--- config.mk ---
export PLATFORM = sky130hd
export DESIGN_NAME = ckpb_key
export DESIGN_NICKNAME = d
export VERILOG_FILES = /design/src/rtl/core/ckpb_pkg.sv /design/src/rtl/core/ckpb_key.sv
export SDC_FILE = /design/constraint.sdc
export NUM_CORES = 1
export LEC_CHECK = 0
export ABC_CLOCK_PERIOD_IN_PS = 10600
export BUFFER_PORTS_ARGS = -buffer_cell sky130_fd_sc_hd__buf_2
export CORE_ASPECT_RATIO = 1.25
export CORE_MARGIN = 4
export CORE_UTILIZATION = 30
export DETAILED_ROUTE_END_ITERATION = 10
export PLACE_DENSITY_LB_ADDON = 0.2
export SLEW_MARGIN = 20
export SYNTH_ARGS = -nofsm -noshare
export SYNTH_HDL_FRONTEND = slang
export SYNTH_SLANG_ARGS = --single-unit
--- constraint.sdc ---
create_clock -name vclk -period 10.6
set_input_delay 1.06 -clock vclk [all_inputs]
set_output_delay 1.06 -clock vclk [all_outputs]
set_load 0.02 [all_outputs]
--- src/rtl/core/ckpb_pkg.sv ---
// Package for the palette color map with blend: word types, register map,
// key and blend codes, and the palette geometry.
// No dependencies.
package ckpb_pkg;

  localparam int unsigned PAL_DEPTH   = 256;
  localparam int unsigned PAL_AW      = $clog2(PAL_DEPTH);
  localparam int unsigned COLOR_W     = 24;
  localparam int unsigned PIXEL_W     = 32;
  localparam int unsigned CFG_IDX_W   = 2;
  localparam int unsigned CFG_DATA_W  = 8;

  // floor(s/3) for s <= 765 as (s * 683) >> 11
  localparam int unsigned DIV3_MUL    = 683;
  localparam int unsigned DIV3_SHIFT  = 11;

  typedef enum logic [CFG_IDX_W-1:0] {
    REG_KEY_MODE   = 2'd0,
    REG_BLEND_MODE = 2'd1,
    REG_ALPHA      = 2'd2
  } reg_idx_e;

  typedef enum logic [2:0] {
    KEY_RED   = 3'd0,
    KEY_GREEN = 3'd1,
    KEY_BLUE  = 3'd2,
    KEY_HALF  = 3'd3,
    KEY_MAX   = 3'd4,
    KEY_AVG   = 3'd5
  } key_mode_e;

  typedef enum logic [3:0] {
    BL_REPLACE = 4'd0,
    BL_ADD     = 4'd1,
    BL_MAX     = 4'd2,
    BL_MIN     = 4'd3,
    BL_AVG     = 4'd4,
    BL_SUB_PIX = 4'd5,
    BL_SUB_PAL = 4'd6,
    BL_MUL     = 4'd7,
    BL_XOR     = 4'd8,
    BL_ALPHA   = 4'd9
  } blend_mode_e;

  typedef struct packed {
    logic [2:0] key_mode;
    logic [3:0] blend_mode;
    logic [7:0] alpha;
  } cfg_t;

  typedef struct packed {
    logic               cmd;
    logic [PIXEL_W-1:0] pixel;
    logic               last_pixel;
    logic [PAL_AW-1:0]  entry_index;
    logic [COLOR_W-1:0] entry_color;
  } in_word_t;

  typedef struct packed {
    logic [PIXEL_W-1:0] pixel_out;
    logic               last_out;
  } out_word_t;

endpackage

--- src/rtl/core/ckpb_key.sv ---
// Key extraction: reduces a pixel to the 8-bit palette index.
// Depends on ckpb_pkg.
module ckpb_key (
  input  ckpb_pkg::cfg_t                  cfg_i,
  input  logic [ckpb_pkg::PIXEL_W-1:0]    pixel_i,
  output logic [ckpb_pkg::PAL_AW-1:0]     key_o
);

  logic [7:0]  r, g, b, rg_max;
  logic [9:0]  sum;
  logic [8:0]  half;
  logic [19:0] div3_prod;

  assign b   = pixel_i[7:0];
  assign g   = pixel_i[15:8];
  assign r   = pixel_i[23:16];
  assign sum = 10'(r) + 10'(g) + 10'(b);
  assign half = sum[9:1];
  assign rg_max = (r > g) ? r : g;
  // divide by three via reciprocal multiply
  assign div3_prod = 20'(sum) * 20'(ckpb_pkg::DIV3_MUL);

  always_comb begin
    unique case (cfg_i.key_mode)
      ckpb_pkg::KEY_RED:   key_o = r;
      ckpb_pkg::KEY_GREEN: key_o = g;
      ckpb_pkg::KEY_BLUE:  key_o = b;
      ckpb_pkg::KEY_HALF:  key_o = half[8] ? 8'hff : half[7:0];
      ckpb_pkg::KEY_MAX:   key_o = (rg_max > b) ? rg_max : b;
      default:             key_o = div3_prod[ckpb_pkg::DIV3_SHIFT +: 8];
    endcase
  end

endmodule

==> results.cfg <==
[run_status]
outcome = finished, final reports clean

[clock_tree]
cts_setup_buffers = 0
cts.repair.resized = 0
holdBufCountCts = 0

[sta]
fmax_ghz = 0.114
hold_viol = 0
tightest_slew_ns = 0.885
rsz0062_at_grt = false
period_needed_ns = 8.78
setup_viol = 0
drv_slew = 0
relSlewSlack = 0.406
setup_tns_ns = 0
period_share = 0.828

[die]
start_util = 0.309
coreArea_um2 = 10700
die_h_um = 125
fp.dieW_um = 102
rows = 42
dieArea_um2 = 12700
io_pins = 55

[placement]
port_buffers = 35
place_area_um2 = 3620
routabilityCongestion = 0.822
dpl.hpwl_mm = 8.02

[hold_path]
holdCritPathClass = in -> out
hp-start = pixel_i[4]

[final_layout]
n_clock_buffer = 0
antenna_cells = 0
seq_cell_count = 0
drive_above_1_share = 0.107
design_area_um2 = 3620
fin_nets = 599
final-seq-area_um2 = 0
syn_to_final_growth_pct = 9.67

[synth]
synth.cells.most_frequent = ha_1 (81), inv_1 (80), a21oi_1 (38), fa_1 (29), nor2_1 (22)
netlist.area_leader.share = 0.307
yosysMostFrequentCell = ha_1
synthDistinctLibCells = 49
yosysTopAreaCell = ha_1
synth_nets = 569
ys_seq_area_frac = 0
avgSynthCellArea_um2 = 8.01
syn_inst = 412
ys_warn_count = 0
netlist_area_um2 = 3300
synth_area_leaders = ha_1 (31%), fa_1 (18%), inv_1 (9.1%)

[global_route]
overflow = 0
antenna_found_initial = 0
grt_pass1_vias = 3066
grtUsageTotal = 0.146
grt_pass1_wl_mm = 15.2
grt_max_degree = 25

[setup_path]
slowest_stage = fa_1
cp.required_ns = 9.54
cp-start-kind = input pin
critPathKind = in -> out
cpPeakStageDelay_ns = 0.54
crit_start = pixel_i[1]
end_kind = output pin
crit_path_frequent_cell = inv_1
cp.arrival_ns = 7.72
cp_max_fo = 4

[routing]
post_drt_via_cell_ratio = 5.12
avgRoutedWirePerCell_um = 15.8
antenna_left = 0
vias = 2931
first_iter_violations = 139
drc = 0
dr.pass1.iters = 4
drt-total-wl_mm = 9.03

[job]
cap_viol_max_count = 0
[cell usage in the layout, fill, tap and decap left out, types with 2 or more instances in the layout]
cell	count
ha_1	81
inv_1	80
a21oi_1	38
buf_2	35
fa_1	29
nor2_1	22
o21ai_0	21
nand2_1	15
xnor2_1	14
mux2i_1	10
a21o_1	9
a211oi_1	9
nand4_1	8
xor2_1	6
o211ai_1	5
o21a_1	4
nor2b_1	4
or2_2	3
nor3_1	3
o21ai_1	3
a211o_1	3
a221oi_1	3
and2_1	2
o31ai_1	2
or3_1	2
nand2b_1	2
o21bai_1	2
o22ai_1	2
nor4_1	2
buf_4	2
[area by class of cell]
type,instances,area [um^2]
Fill cell,1141,7050
Multi-Input combinational cell,322,2960
Timing Repair Buffer,37,190
Inverter,81,304
Tap cell,132,165
[cells by family (layout without fill, tap and decap cells)]
family,after synthesis,count (layout),synth area share
AO/OA/AOI/OAI,113,113,0.223
XOR/XNOR,20,20,0.0531
adder cells (fa/ha/maj),110,110,0.483
multiplexers,11,11,0.0338
AND/OR/NAND/NOR,68,68,0.104
buffers and inverters,90,118,0.103
[critical path, delay by kind of cell]
kind | cells | cell delay [ns]
buffers and inverters | 11 | 0.89
AND/OR/NAND/NOR | 4 | 0.79
XOR/XNOR | 2 | 0.24
AO/OA/AOI/OAI | 6 | 1.23
adder cells (fa/ha/maj) | 9 | 3.45
[layer usage]
metal	part of all wire	up-vias	global-route usage
li1	-	1494	-
met1	0.42	1394	0.181
met2	0.53	41	0.284
met3	0.035	2	0.00613
met4	0.0053	0	0.00782
met5	0	-	0
[final timing paths]
kind | to | slack [ns] | depth (start not counted)
setup / recovery | key_o[7] | 1.82 | 32
hold / removal | key_o[4] | 2.58 | 4
[through the flow]
step | utilization | cells | worst slack [ns] | hold WS (ns)
2_1_floorplan | - | 412 | 2.29 | 2.36
3_3_place_gp | 0.339 | 572 | 1.80 | 2.60
3_5_place_dp | 0.339 | 572 | 1.81 | 2.58
4_1_cts | 0.339 | 572 | 1.79 | 2.58
5_1_grt | 0.339 | 572 | 1.39 | 2.64
6_report | 0.339 | 572 | 1.82 | 2.58
Power is not shown: default switching activity piles up to over one toggle a cycle in this logic, so the estimate is an artifact.
