[config.mk]
export PLATFORM = sky130hd
export DESIGN_NAME = ckpb_blend
export DESIGN_NICKNAME = d
export VERILOG_FILES = /design/src/rtl/core/ckpb_pkg.sv /design/src/rtl/core/ckpb_blend.sv
export SDC_FILE = /design/constraint.sdc
export NUM_CORES = 2
export LEC_CHECK = 0
export BUFFER_PORTS_ARGS = -buffer_cell sky130_fd_sc_hd__buf_2
export CAP_MARGIN = 20
export CORE_MARGIN = 3
export CORE_UTILIZATION = 30
export DETAILED_ROUTE_END_ITERATION = 10
export GPL_TIMING_DRIVEN = 0
export PLACE_DENSITY = 0.47
export SLEW_MARGIN = 15
export SYNTH_ARGS = -nofsm -noshare
export SYNTH_HDL_FRONTEND = slang
export SYNTH_SLANG_ARGS = --single-unit
[constraint.sdc]
create_clock -name vclk -period 16.5
set_clock_uncertainty 0.1 [all_clocks]
set_input_delay 2.475 -clock vclk [all_inputs]
set_output_delay 2.475 -clock vclk [all_outputs]
set_load 0.02 [all_outputs]
[src/rtl/core/ckpb_pkg.sv]
// Package for the palette color map with blend: word types, register map,
// key and blend codes, and the palette geometry.
// No dependencies.
package ckpb_pkg;

  localparam int unsigned PAL_DEPTH   = 256;
  localparam int unsigned PAL_AW      = $clog2(PAL_DEPTH);
  localparam int unsigned COLOR_W     = 24;
  localparam int unsigned PIXEL_W     = 32;
  localparam int unsigned CFG_IDX_W   = 2;
  localparam int unsigned CFG_DATA_W  = 8;

  // floor(s/3) for s <= 765 as (s * 683) >> 11
  localparam int unsigned DIV3_MUL    = 683;
  localparam int unsigned DIV3_SHIFT  = 11;

  typedef enum logic [CFG_IDX_W-1:0] {
    REG_KEY_MODE   = 2'd0,
    REG_BLEND_MODE = 2'd1,
    REG_ALPHA      = 2'd2
  } reg_idx_e;

  typedef enum logic [2:0] {
    KEY_RED   = 3'd0,
    KEY_GREEN = 3'd1,
    KEY_BLUE  = 3'd2,
    KEY_HALF  = 3'd3,
    KEY_MAX   = 3'd4,
    KEY_AVG   = 3'd5
  } key_mode_e;

  typedef enum logic [3:0] {
    BL_REPLACE = 4'd0,
    BL_ADD     = 4'd1,
    BL_MAX     = 4'd2,
    BL_MIN     = 4'd3,
    BL_AVG     = 4'd4,
    BL_SUB_PIX = 4'd5,
    BL_SUB_PAL = 4'd6,
    BL_MUL     = 4'd7,
    BL_XOR     = 4'd8,
    BL_ALPHA   = 4'd9
  } blend_mode_e;

  typedef struct packed {
    logic [2:0] key_mode;
    logic [3:0] blend_mode;
    logic [7:0] alpha;
  } cfg_t;

  typedef struct packed {
    logic               cmd;
    logic [PIXEL_W-1:0] pixel;
    logic               last_pixel;
    logic [PAL_AW-1:0]  entry_index;
    logic [COLOR_W-1:0] entry_color;
  } in_word_t;

  typedef struct packed {
    logic [PIXEL_W-1:0] pixel_out;
    logic               last_out;
  } out_word_t;

endpackage

[src/rtl/core/ckpb_blend.sv]
// Bytewise combine of pixel and palette color, four byte lanes.
// Depends on ckpb_pkg.
module ckpb_blend (
  input  ckpb_pkg::cfg_t                 cfg_i,
  input  logic [ckpb_pkg::PIXEL_W-1:0]   pixel_i,
  input  logic [ckpb_pkg::COLOR_W-1:0]   color_i,
  output logic [ckpb_pkg::PIXEL_W-1:0]   pixel_o
);

  logic [ckpb_pkg::PIXEL_W-1:0] color_ext;
  logic [7:0]                   alpha_inv;

  // palette has no fourth byte
  assign color_ext = {8'h00, color_i};
  assign alpha_inv = 8'hff - cfg_i.alpha;

  for (genvar l = 0; l < 4; l++) begin : g_lane
    logic [7:0]  p, c, res;
    logic [8:0]  add_sum, avg_sum;
    logic [15:0] mul_prod, pa_prod, ca_prod;
    logic [16:0] alpha_sum;

    assign p = pixel_i[8*l +: 8];
    assign c = color_ext[8*l +: 8];
    assign add_sum   = 9'(p) + 9'(c);
    assign avg_sum   = 9'(p) + 9'(c) + 9'd1;
    assign mul_prod  = 16'(p) * 16'(c);
    assign pa_prod   = 16'(p) * 16'(alpha_inv);
    assign ca_prod   = 16'(c) * 16'(cfg_i.alpha);
    assign alpha_sum = 17'(pa_prod) + 17'(ca_prod);

    always_comb begin
      unique case (cfg_i.blend_mode)
        ckpb_pkg::BL_REPLACE: res = c;
        ckpb_pkg::BL_ADD:     res = add_sum[8] ? 8'hff : add_sum[7:0];
        ckpb_pkg::BL_MAX:     res = (p > c) ? p : c;
        ckpb_pkg::BL_MIN:     res = (p < c) ? p : c;
        ckpb_pkg::BL_AVG:     res = avg_sum[8:1];
        ckpb_pkg::BL_SUB_PIX: res = (p > c) ? p - c : 8'h00;
        ckpb_pkg::BL_SUB_PAL: res = (c > p) ? c - p : 8'h00;
        ckpb_pkg::BL_MUL:     res = mul_prod[15:8];
        ckpb_pkg::BL_XOR:     res = p ^ c;
        ckpb_pkg::BL_ALPHA:   res = alpha_sum[15:8];
        default:              res = p;
      endcase
    end

    assign pixel_o[8*l +: 8] = res;
  end

endmodule

==> summary.md <==
| Metric | Value |
|---|---|
| Run status | `finished clean` |
| Post-CTS sizing | `0` |
| Via/cell ratio | `approximately 5` |
| CP Max Fanout | `10` |
| Distinct cells, synth | `slightly above 80` |
| Initial drt markers | `~1800` |
| Seq_cells | `0` |
| Gr usage total | `0.224` |
| Fillers | `9244` |
| Worst-margin pin slew | `around 1300 ps` |
| DRC | `0` |
| Die width | `between 200 and 300 µm` |
| CP startpoint | `cfg_i[0]` |
| Unrepaired setup endpoints after global routing | `no` |
| FMAX | `76.9 MHz` |
| Die height | `around 300 µm` |
| Worst Hold Launch | `pixel_i[24]` |
| Mean Syn Cell Area | `8.04 µm²` |
| Vias in the first global route | `~23000` |
| Synth warnings | `0` |
| Adder-Cell Fraction of Synth Area | `0.530` |
| Crit end category | `output pin` |
| Register area | `0 µm²` |
| I/O pin total | `~100` |
| Critical path arrival | `~10000 ps` |
| Global-route wire length before repair | `approximately 150000 µm` |
| Synth Instances | `3182` |
| Post-synthesis sequential area ratio | `0` |
| Multiplexer share of the synthesized area | `0.00431` |
| Hold buffers post-CTS | `0` |
| DIE AREA | `roughly 89000 µm²` |
| Cell with the most instances after synthesis | `inv_1` |
| Layout overhead on the synthesized area | `7.81%` |
| GPL Wtd Cong | `roughly 0.93` |
| Hold/Removal Path Class | `input port to output pin` |
| Post-synthesis compound-gate area fraction | `0.123` |
| Crit Path Class | `input port to output pin` |
| Multi-input combinational cell area | `between 20000 and 25000 µm²` |
| Remaining global-route overflow | `0` |
| Routed WL | `100000 µm` |
| Max-slew headroom | `0.159` |
| Syn nets | `between 4000 and 5000` |
| Synth top area share | `0.340` |
| Clock buffers | `0` |
| DR vias | `about 23000` |
| HPWL Detailed | `a little over 80000 µm` |
| Critical Path RT | `about 14000 ps` |
| Leading cell types by total area after synthesis | `fa_1 (34%), ha_1 (19%), inv_1 (9.9%), nor2_1 (4.4%), and2_1 (3.5%)` |
| Post-synth top cells | `inv_1 (677), fa_1 (434), ha_1 (389), nor2_1 (298), nand2_1 (191)` |
| Setup violations, final | `0` |
| Wire length per cell | `~23 µm` |
| Setup repair bufs after CTS | `0` |
| Initial Util | `0.304` |
| Antenna Violating Nets Remaining | `0` |
| Detailed Routing Iterations Pass 1 | `6` |
| Share of layout cells above drive strength 1 | `0.0472` |
| Simple-Gate Fraction of Synth Area | `0.183` |
| Tmin final | `around 13000 ps` |
| Final period util | `0.788` |
| Setup TNS Final | `0 ps` |
| Placeable Area | `approximately 84000 µm²` |
| I/O Buffers | `94` |
| Initial antenna violation count | `13` |
| Xor/xnor share of the synthesized area | `0.0346` |
| Post-Syn Area | `approximately 26000 µm²` |
| Hold Fails Final Rpt | `0` |
| Max-cap violations | `0` |
| Fin. max-slew vios | `0` |
| Largest family of logic cells by synthesized area | `adder cells` |
| Largest net degree at the start of global routing | `13` |
| Nets | `between 4000 and 5000` |
| Row count | `approximately 110` |
| Critical path launch point type | `input port` |
| Area leader, netlist | `fa_1` |
==> worst max-delay path, cell delays in order <==
cell and delay, ps:
buf_2 130, clkbuf_1 650, clkbuf_1 840, nand2_1 170, fa_1 530, fa_1 510, inv_1 50, fa_1 580
fa_1 480, fa_1 510, inv_1 50, fa_1 490, inv_1 50, ha_1 280, nand3_1 90, o22ai_1 110
o41ai_1 740, o21ai_0 500, o221a_2 370, or3_1 340, nand3_1 90, a32oi_1 130, buf_2 250
==> routing by layer <==
metal / global-route usage / share of wire / up-vias
met5: 0 / 0.00034 / -
li1: - / - / 10277
met1: 0.310 / 0.44 / 11303
met2: 0.376 / 0.46 / 847
met4: 0.0567 / 0.030 / 6
met3: 0.0211 / 0.067 / 138
==> final timing paths <==
path / end / cells after the start
setup / recovery: pixel_o[23] / 23
hold / removal: pixel_o[24] / 4
==> metrics by stage <==
step	hold slack [ps]	instances	util	cell area (µm²)	setup WS, ps
after CTS	5330	4416	0.328	27500	3470
after detailed placement	5320	4416	0.328	27500	3510
after global routing	5370	4420	0.328	27600	3140
after floorplan	5030	3182	-	25600	5670
after global placement	5330	4410	0.327	27500	3390
final	5340	4421	0.328	27600	3500
==> cell type report <==
class,count,area share
antenna,1,0.0000908
buffer,153,0.0221
inverter,687,0.0935
multi-input combinational,2342,0.812
tap,1134,0.0515
timing repair buffer,104,0.0204
==> logic make-up after synthesis <==
| logic type | after synthesis |
|---|---|
| buffers and inverters | 840 |
| and+or+nand+nor | 952 |
| AOI/OAI and AO/OA | 455 |
| adders and majority gates | 823 |
| xor gates and xnor gates | 101 |
| muxes | 11 |
==> layout by cell type, fill, tap and decap left out, drive strengths merged, types with 10 or more instances in the layout <==
| cell | count |
|---|---|
| inv | 681 |
| and2 | 145 |
| a221o | 12 |
| nor2 | 298 |
| nand2b | 123 |
| and3 | 11 |
| nand3b | 10 |
| xnor2 | 74 |
| or3 | 12 |
| o22ai | 23 |
| a22oi | 18 |
| a221oi | 16 |
| nand4 | 12 |
| a31oi | 17 |
| or2 | 14 |
| a211oi | 12 |
| nor3 | 44 |
| a21o | 20 |
| fa | 434 |
| xor2 | 27 |
| clkbuf | 133 |
| buf | 124 |
| o21ai | 98 |
| a21oi | 105 |
| nor2b | 47 |
| nand2 | 191 |
| nand3 | 28 |
| o221ai | 20 |
| ha | 389 |
| mux2i | 11 |
