$ cat config.mk
export PLATFORM = sky130hd
export DESIGN_NAME = ckpb_ram
export DESIGN_NICKNAME = d
export VERILOG_FILES = /design/src/rtl/core/ckpb_ram.sv
export SDC_FILE = /design/constraint.sdc
export NUM_CORES = 1
export LEC_CHECK = 0
export BUFFER_PORTS_ARGS = -buffer_cell sky130_fd_sc_hd__buf_2
export CAP_MARGIN = 25
export CORE_MARGIN = 1.5
export CORE_UTILIZATION = 24
export CTS_CLUSTER_DIAMETER = 50
export DETAILED_ROUTE_END_ITERATION = 8
export PLACE_DENSITY = 0.4
export SYNTH_ARGS = -nofsm -noshare
export SYNTH_HDL_FRONTEND = slang
export SYNTH_SLANG_ARGS = --single-unit
export TNS_END_PERCENT = 10
$ cat constraint.sdc
create_clock -name clk_i -period 5.3 [get_ports clk_i]
set_clock_uncertainty 0.2 [all_clocks]
set_input_delay 1.06 -clock clk_i [delete_from_list [all_inputs] [get_ports clk_i]]
set_output_delay 1.06 -clock clk_i [all_outputs]
set_load 0.02 [all_outputs]
$ cat src/rtl/core/ckpb_ram.sv
// Generic simple dual-port RAM: one write port, one read port with
// registered read data. No dependencies.
module ckpb_ram #(
  parameter int unsigned Width = 8,
  parameter int unsigned Depth = 16
) (
  input  logic                     clk_i,
  input  logic                     we_i,
  input  logic [$clog2(Depth)-1:0] waddr_i,
  input  logic [Width-1:0]         wdata_i,
  input  logic                     re_i,
  input  logic [$clog2(Depth)-1:0] raddr_i,
  output logic [Width-1:0]         rdata_o
);

  logic [Width-1:0] mem_q [Depth];
  logic [Width-1:0] rdata_q;

  always_ff @(posedge clk_i) begin
    if (we_i) begin
      mem_q[waddr_i] <= wdata_i;
    end
    if (re_i) begin
      rdata_q <= mem_q[raddr_i];
    end
  end

  assign rdata_o = rdata_q;

endmodule

==> results of run 1 <==
## metrics by stage
step | instances | utilization [%]
after global placement | 525 | 26.7
final | 569 | 29.7
after CTS | 566 | 29.5
after floorplan | 229 | -
after global routing | 569 | 29.7
after detailed placement | 535 | 27.1
## critical path: cells and delay by family
| kind | cells | cell delay (ns) |
|---|---|---|
| buf+inv | 3 | 0.88 |
| simple gates | 1 | 0.09 |
| mux | 1 | 0.56 |
| compound gates | 1 | 0.20 |
## worst max-delay path by stage
stage,from,to,cells past startpoint
after global routing,raddr_i[0],rdata_o[0]$_DFFE_PP_,6
final,raddr_i[0],rdata_o[5]$_DFFE_PP_,6
after CTS,raddr_i[0],rdata_o[5]$_DFFE_PP_,5
after global placement,raddr_i[0],rdata_o[5]$_DFFE_PP_,5
after detailed placement,raddr_i[0],rdata_o[5]$_DFFE_PP_,5
after floorplan,waddr_i[2],mem_q[0][0]$_DFFE_PP_,2
## area by class of cell
class / instances / area share (%)
clock buffers: 24 / 7.17
clock inverters: 7 / 0.854
multi-input cells: 83 / 16.9
flip-flops and latches: 136 / 64.8
well taps: 275 / 5.46
repair buffers: 44 / 4.88
## power breakdown
part | switching, W | total (W) | internal [W]
Combinational | 0.0000751 | 0.000123 | 0.0000476
Sequential | 0.00000556 | 0.00122 | 0.00121
Clock | 0.000389 | 0.00102 | 0.000632
Total | 0.000470 | 0.00236 | 0.00189
## cells in the mapped netlist (2+ instances only)
library cell,count,area share [%]
nor2_1,13,0.93
clkdlybuf4s25_2,3,0.57
buf_2,3,0.29
mux4_1,14,7.0
a22oi_1,16,2.3
mux4_2,18,7.8
nor3_1,4,0.38
nand2_1,9,0.65
edfxtp_1,136,78
nand2b_1,2,0.24
nand3b_1,2,0.29
buf_6,3,0.65
## registers in the layout, indices dropped and copies added (netlist names)
| signal | cells |
|---|---|
| rdata_o | 8 |
| mem_q | 128 |
## kinds of logic after synthesis
family | share of synthesized area [%]
compound gates | 2.30
buf+inv | 1.65
flops | 78.1
mux | 14.8
simple gates | 3.14
## layer usage
layer | part of all wire, % | wire length [um]
met3 | 5.8 | 708
met2 | 43 | 5250
met1 | 51 | 6240
met4 | 0.73 | 90
met5 | 0 | 0
==> flow_summary.ini, run 1 <==
[run_status]
status = finished, final reports clean

[flow_run]
drv_cap = 0

[worst_setup_path]
reg2reg_depth = 3
max_stage_delay_ns = 0.56
required_ns = 5.25
r2r_slack_ns = 3.53
critPathKind = in -> reg
cp_max_fo = 14
critPathSlowestCell = mux4_1
cp.arrival_ns = 2.81
worst_setup_path_end_kind = flip-flop
start_kind = input pin
timing.rr.end = rdata_o[4]$_DFFE_PP_
reg2reg_from = mem_q[0][4]$_DFFE_PP_
crit_chain = buf_2, buf_16, buf_4, mux4_1, a22oi_1, nand2_1

[place]
placed_cell_area_um2 = 5750
place.gp.congestion = 0.666
dp_hpwl_um = 7910
pre_cts_ws_ns = 1.77
port_buffers = 26

[grt]
use_met2_pct = 16.4
grt-busiest-layer = met1
grt_remaining_overflow = 0
grt_pass1_vias = 2646
grt_pass1_wl_um = 18100
gr-usage-met3_pct = 3.27
grt_use_met1_pct = 17.7
antenna_found_initial = 0
gr-usage-all-layers_pct = 11.8
grt_max_degree = 33

[clock_tree]
clkSlewWorstSetupHoldPaths_ns = 0.06
h-tree-depth = 4
holdBufCountCts = 0
clock-sinks = 136
cts_tree = yes
cts_resized = 0
post_cts_buffers = 0
clockBufferDepth = 2
clk_latency_ns = 0.41
cts_root_buffer = clkbuf_16
numCtsBuffers = 17

[floorplan]
initial_core_util_pct = 24.6
fp.dieW_um = 151
rows = 53
io_pins = 27
fp.dieH_um = 151
fp.dieArea_um2 = 22700
core_area_um2 = 21200

[detailed_routing]
drc = 0
ant_nets = 0
dr.pass1.iters = 4
routed_via_density = 4.29
avgRoutedWirePerCell_um = 21.6
num_vias = 2442
wl_um = 12300
drt_iter0_drc = 236

[timing]
setup_viol = 0
fin_crit_sh_pct = 54.0
timing.hold.ws_ns = 0.556
worst_pin_slew_ns = 1.01
finalMaxSlewViolations = 0
rsz0062_at_grt = false
finalCriticalPeriod_ns = 2.86
hold_viol = 0
maxSlewHeadroom_pct = 32.7
setup_tns_ns = 0
fmax_mhz = 349
fin_ws_ns = 2.44

[finish]
multi_input_area_um2 = 1060
final_common_cell = edfxtp_1
final_cell_mix = edfxtp_1 (136), buf_2 (26), mux4_2 (18)
fin_area_um2 = 6300
drive_above_1_share_pct = 28.2
synthToLayoutAreaGrowth_pct = 20.6
antenna_cells = 0
fin_nets = 301
ff_latch_area_um2 = 4080
fillers = 2079

[yosys]
yosys_most_used_dff = edfxtp_1
syn_nets = 248
synth_cell_types = 18
synth_area_um2 = 5230
ys_seq_elements = 136
async_flop_share_pct = 0
syn_inst = 229
synth_edf_count = 136
yosysSeqAreaShare_pct = 78.1
ys_warn_count = 0
syn_area_per_cell_um2 = 22.8

[worst_hold_path]
hold_start = mem_q[8][4]$_DFFE_PP_
min_to = rdata_o[4]$_DFFE_PP_
whs_path_depth = 3
min_path_type = reg -> reg

[pwr]
ir_worst_vdd_uv = 207
cellPowerDensity_nw_per_um2 = 375
power_w = 0.00236
leakagePower_nw = 2.06
Note: power is estimated with default switching activity, not from simulation.
==> run 2: changes to the inputs <==
--- a/config.mk
+++ b/config.mk
@@ -11,7 +11,7 @@
 export CORE_UTILIZATION = 24
 export CTS_CLUSTER_DIAMETER = 50
 export DETAILED_ROUTE_END_ITERATION = 8
-export PLACE_DENSITY = 0.4
+export PLACE_DENSITY = 0.41
 export SYNTH_ARGS = -nofsm -noshare
 export SYNTH_HDL_FRONTEND = slang
 export SYNTH_SLANG_ARGS = --single-unit
==> constraint.sdc (replaced) <==
create_clock -name clk_i -period 2.5 [get_ports clk_i]
set_clock_uncertainty 0.2 [all_clocks]
set_input_delay 0.5 -clock clk_i [delete_from_list [all_inputs] [get_ports clk_i]]
set_output_delay 0.5 -clock clk_i [all_outputs]
set_load 0.02 [all_outputs]
==> run 2 against run 1 <==
  * Clock-buffer cell count decreased by 3
  * Die area did not move
  * Design area grew 1.0%
  * Highest routed layer unchanged
  * Clock power is 110% higher
  * Final cell count is 1.4% higher
  * Setup slack lost 1.8 ns
==> flow_summary.ini, run 2 (synthesized netlist as in run 1, its figures left out) <==
[run_status]
status = finished, final reports clean

[clock_tree]
holdBufCountCts = 0
clock-sinks = 136
cts_tree = yes
cts_resized = 0
h-tree-depth = 4
clkSlewWorstSetupHoldPaths_ns = 0.05
cts_root_buffer = clkbuf_16
clk_latency_ns = 0.41
numCtsBuffers = 17
clockBufferDepth = 2
post_cts_buffers = 0

[worst_setup_path]
cp_top_family = multiplexers
critPathSlowestCell = mux4_2
r2r_slack_ns = 0.66
start_kind = input pin
cp.buffers_inverters = 3
cp_max_fo = 12
cp.arrival_ns = 1.85
required_ns = 2.44
critPathKind = in -> reg
crit_chain = buf_2, buf_12, mux4_2, a22oi_1, buf_4, nand2_1
worst_setup_path_end_kind = flip-flop
max_stage_delay_ns = 0.52

[pwr]
p_sw_w = 0.000992
p_sw_share_pct = 19.8
p_comb_share_pct = 5.3
p_int_w = 0.00401
clockPowerShare_pct = 43.0
ir_worst_vdd_uv = 464
leakagePower_nw = 2.12
sequentialPowerShare_pct = 51.7
cellPowerDensity_nw_per_um2 = 785

[finish]
ff_latch_area_um2 = 4080
regMostFlops = mem_q
largest_reg_flops = 128
final_common_cell = edfxtp_1
synthToLayoutAreaGrowth_pct = 21.8
multi_input_area_um2 = 1060
drive_above_1_share_pct = 31.8
fillers = 2110
stdcell_count = 577
fin_nets = 312
antenna_cells = 0
final_cell_mix = edfxtp_1 (136), buf_2 (26), buf_4 (26)

[place]
port_buffers = 26
place.gp.congestion = 0.763
placed_cells = 549
dp_hpwl_um = 7390

[timing]
maxSlewHeadroom_pct = 67.1
hold_viol = 0
worst_pin_slew_ns = 0.494
rsz0062_at_grt = false
setup_tns_ns = 0
fmax_mhz = 525
setup_viol = 0
finalCriticalPeriod_ns = 1.91
finalMaxSlewViolations = 0
fin_crit_sh_pct = 76.3

[grt]
grt_pass1_wl_um = 17100
grt_remaining_overflow = 0
antenna_found_initial = 0
grt_pass1_vias = 2650
gr-usage-all-layers_pct = 11.1
grt_max_degree = 33

[worst_hold_path]
min_path_type = in -> reg

[detailed_routing]
num_vias = 2449
dr.pass1.iters = 4
drc = 0
wl_um = 11400
avgRoutedWirePerCell_um = 19.7
ant_nets = 0
drt_iter0_drc = 214
routed_via_density = 4.24

[floorplan]
initial_core_util_pct = 24.6
core_area_um2 = 21200
io_pins = 27
fp.dieW_um = 151
rows = 53
fp.dieH_um = 151
fp.dieArea_um2 = 22700

[flow_run]
drv_cap = 0
## run 2: cell types whose count changed in the layout (fill, tap and decap cells not counted), sizes merged
cell	change
buf	+11
clkbuf	-3
## run 2: path summary, 6_finish.rpt
kind	startpoint	to	depth (start not counted)
worst max-delay path	raddr_i[0]	rdata_o[4]$_DFFE_PP_	6
worst min-delay path	re_i	rdata_o[7]$_DFFE_PP_	1
worst max register to register	mem_q[3][4]$_DFFE_PP_	rdata_o[4]$_DFFE_PP_	4
worst min register to register	mem_q[12][3]$_DFFE_PP_	rdata_o[3]$_DFFE_PP_	3
## run 2: power groups by stage
stage | logic (W) | clock network, W | registers (W)
2_1_floorplan | 0.000130 | 0 | 0.00264
3_3_place_gp | 0.000271 | 0 | 0.00263
3_5_place_dp | 0.000273 | 0 | 0.00263
4_1_cts | 0.000273 | 0.00220 | 0.00258
5_1_grt | 0.000291 | 0.00230 | 0.00259
6_report | 0.000266 | 0.00215 | 0.00258
## run 2: metrics by stage
| step | power [W] | util [%] | area, um^2 | hold WS (ns) | setup slack (ns) |
|---|---|---|---|---|---|
| 3_5_place_dp | 0.00290 | 27.7 | 5870 | 0.540 | 0.154 |
| 5_1_grt | 0.00518 | 30.0 | 6370 | 0.240 | 0.569 |
| 3_3_place_gp | 0.00290 | 27.7 | 5870 | 0.529 | 0.165 |
| 4_1_cts | 0.00506 | 30.0 | 6370 | 0.243 | 0.600 |
| 6_report | 0.00500 | 30.0 | 6370 | 0.245 | 0.594 |
| 2_1_floorplan | 0.00277 | - | 5230 | 0.399 | 0.307 |
## run 2: routing by layer
metal | GRT usage (%) | share of wire (%) | vias to the layer above
met5 | 0 | 0 | -
met4 | 3.40 | 0.60 | 0
met3 | 3.73 | 6.8 | 4
met2 | 16.1 | 45 | 79
met1 | 15.8 | 48 | 1260
li1 | - | - | 1106
## run 2: layout make-up
| type | count | area share, % |
|---|---|---|
| multi-input cells | 83 | 16.6 |
| flip-flops and latches | 136 | 64.1 |
| clock buffers | 21 | 6.92 |
| well taps | 275 | 5.40 |
| clock inverters | 7 | 0.904 |
| repair buffers | 55 | 6.05 |
==> run 3: changes to the inputs <==
--- a/config.mk
+++ b/config.mk
@@ -11,7 +11,7 @@
 export CORE_UTILIZATION = 24
 export CTS_CLUSTER_DIAMETER = 50
 export DETAILED_ROUTE_END_ITERATION = 8
-export PLACE_DENSITY = 0.41
+export PLACE_DENSITY = 0.4
 export SYNTH_ARGS = -nofsm -noshare
 export SYNTH_HDL_FRONTEND = slang
 export SYNTH_SLANG_ARGS = --single-unit
==> constraint.sdc (replaced) <==
create_clock -name clk_i -period 1.76 [get_ports clk_i]
set_clock_uncertainty 0.2 [all_clocks]
set_input_delay 0.352 -clock clk_i [delete_from_list [all_inputs] [get_ports clk_i]]
set_output_delay 0.352 -clock clk_i [all_outputs]
set_load 0.02 [all_outputs]
==> run 3 against run 2 <==
  * Register-to-register slack lost 0.60 ns
  * Final cell count grew 1.0%
  * Largest power group is now the clock network
  * Highest routed layer unchanged
  * Design area grew 2.8%
  * Sequential power grew 42%
==> flow_summary.ini, run 3 (synthesized netlist as in run 1, its figures left out) <==
[finish]
synthToLayoutAreaGrowth_pct = 25.2
largest_reg_flops = 128
regMostFlops = mem_q
final_cell_mix = edfxtp_1 (136), buf_4 (27), buf_2 (26)
drive_above_1_share_pct = 38.3
fin_nets = 314
final_common_cell = edfxtp_1
fin_area_um2 = 6550
antenna_cells = 0
fillers = 2094

[timing]
finalMaxSlewViolations = 0
fin_ws_ns = 0.0589
maxSlewHeadroom_pct = 34.7
fmax_mhz = 588
setup_viol = 0
worst_pin_slew_ns = 0.975
hold_viol = 0
finalCriticalPeriod_ns = 1.70
rsz0062_at_grt = true
fin_crit_sh_pct = 96.7

[clock_tree]
clockBufferDepth = 2
clock-sinks = 136
post_cts_buffers = 0
cts_root_buffer = clkbuf_16
clkSlewWorstSetupHoldPaths_ns = 0.06
clk_latency_ns = 0.42
numCtsBuffers = 17
h-tree-depth = 4
cts_tree = yes

[worst_setup_path]
required_ns = 1.73
cp.arrival_ns = 1.67
worst_setup_path_end_kind = flip-flop
cp_max_fo = 1
start_kind = flip-flop
critPathKind = reg -> reg

[detailed_routing]
drt_iter0_drc = 179
avgRoutedWirePerCell_um = 20.2
drc = 0
dr.pass1.iters = 4
routed_via_density = 4.26
num_vias = 2483
wl_um = 11800
ant_nets = 0

[grt]
grt_pass1_wl_um = 17600
grt_max_degree = 17
antenna_found_initial = 0
grt_remaining_overflow = 0
gr-usage-all-layers_pct = 11.6
grt_pass1_vias = 2620

[floorplan]
fp.dieW_um = 151
fp.dieArea_um2 = 22700
io_pins = 27
fp.dieH_um = 151
initial_core_util_pct = 24.6
rows = 53
core_area_um2 = 21200

[place]
place.gp.congestion = 0.705
dp_hpwl_um = 7700
placed_cell_area_um2 = 5860
pre_cts_ws_ns = -0.425
port_buffers = 26

[pwr]
cellPowerDensity_nw_per_um2 = 1220
leakagePower_nw = 2.17
ir_worst_vdd_uv = 534

[flow_run]
drv_cap = 0

[worst_hold_path]
min_path_type = in -> reg

[run_status]
status = finished, final reports clean
==> run 3: cell count changes in the layout (fill, tap and decap cells not counted) <==
cell        delta
clkinvlp_4     +2
nor3_1         -1
mux4_1         -7
clkinv_4       +1
a22oi_1        -4
buf_4          +1
nor3_2         +1
clkbuf_1       -4
mux4_2         +7
bufinv_16      +5
a22oi_2        +4
buf_6          +1
==> run 3: worst paths after layout <==
check	cells past startpoint	startpoint	slack, ns	to
max	4	mem_q[3][4]$_DFFE_PP_	0.06	rdata_o[4]$_DFFE_PP_
min	1	re_i	0.1	rdata_o[2]$_DFFE_PP_
max reg2reg	4	mem_q[3][4]$_DFFE_PP_	0.06	rdata_o[4]$_DFFE_PP_
min reg2reg	3	mem_q[14][7]$_DFFE_PP_	0.54	rdata_o[7]$_DFFE_PP_
==> run 3: cell type report <==
class / count / area, um^2 / area share, %
Timing Repair Buffer: 57 / 404 / 6.17
Multi-Input combinational cell: 83 / 1060 / 16.1
Clock buffer: 17 / 425 / 6.50
Tap cell: 275 / 344 / 5.26
Sequential cell: 136 / 4080 / 62.4
Clock inverter: 15 / 231 / 3.54
==> run 3: power by group <==
part	switching, W	internal [W]	leakage [nW]
Clock	0.00129	0.00263	0.317
Combinational	0.000231	0.000169	0.620
Sequential	0.0000177	0.00365	1.24
Total	0.00154	0.00645	2.17
==> run 3: stage by stage <==
stage	TNS (ns)	hold WS [ns]	total power (W)	instances	utilization (%)
floorplan	-2.01	0.251	0.00394	229	-
global placement	-4.40	0.533	0.00414	551	27.6
detailed placement	-5.29	0.531	0.00414	551	27.6
CTS	0	0.0808	0.00807	583	30.7
global route	0	0.0847	0.00825	583	30.8
finish	0	0.0950	0.00799	583	30.8
==> run 3: repair_timing <==
action                                 in CTS  in global routing
setup endpoints to repair                   0                  6
endpoints found under the hold margin       0                  0
hold buffers                                0                  0
gates resized for setup                     0                  5
==> run 3: worst max-delay path, stage by stage, from the launching register on <==
cell and delay, ns:
edfxtp_1 0.36, mux4_2 0.48, a22oi_2 0.20, buf_4 0.16, nand2_1 0.05
==> run 3: routing by layer <==
metal / global-route usage [%] / up-vias / share of wire [%]
met2: 16.9 / 62 / 45
li1: - / 1105 / -
met3: 3.64 / 10 / 4.6
met1: 16.2 / 1306 / 49
met4: 4.22 / 0 / 1.1
met5: 0 / - / 0
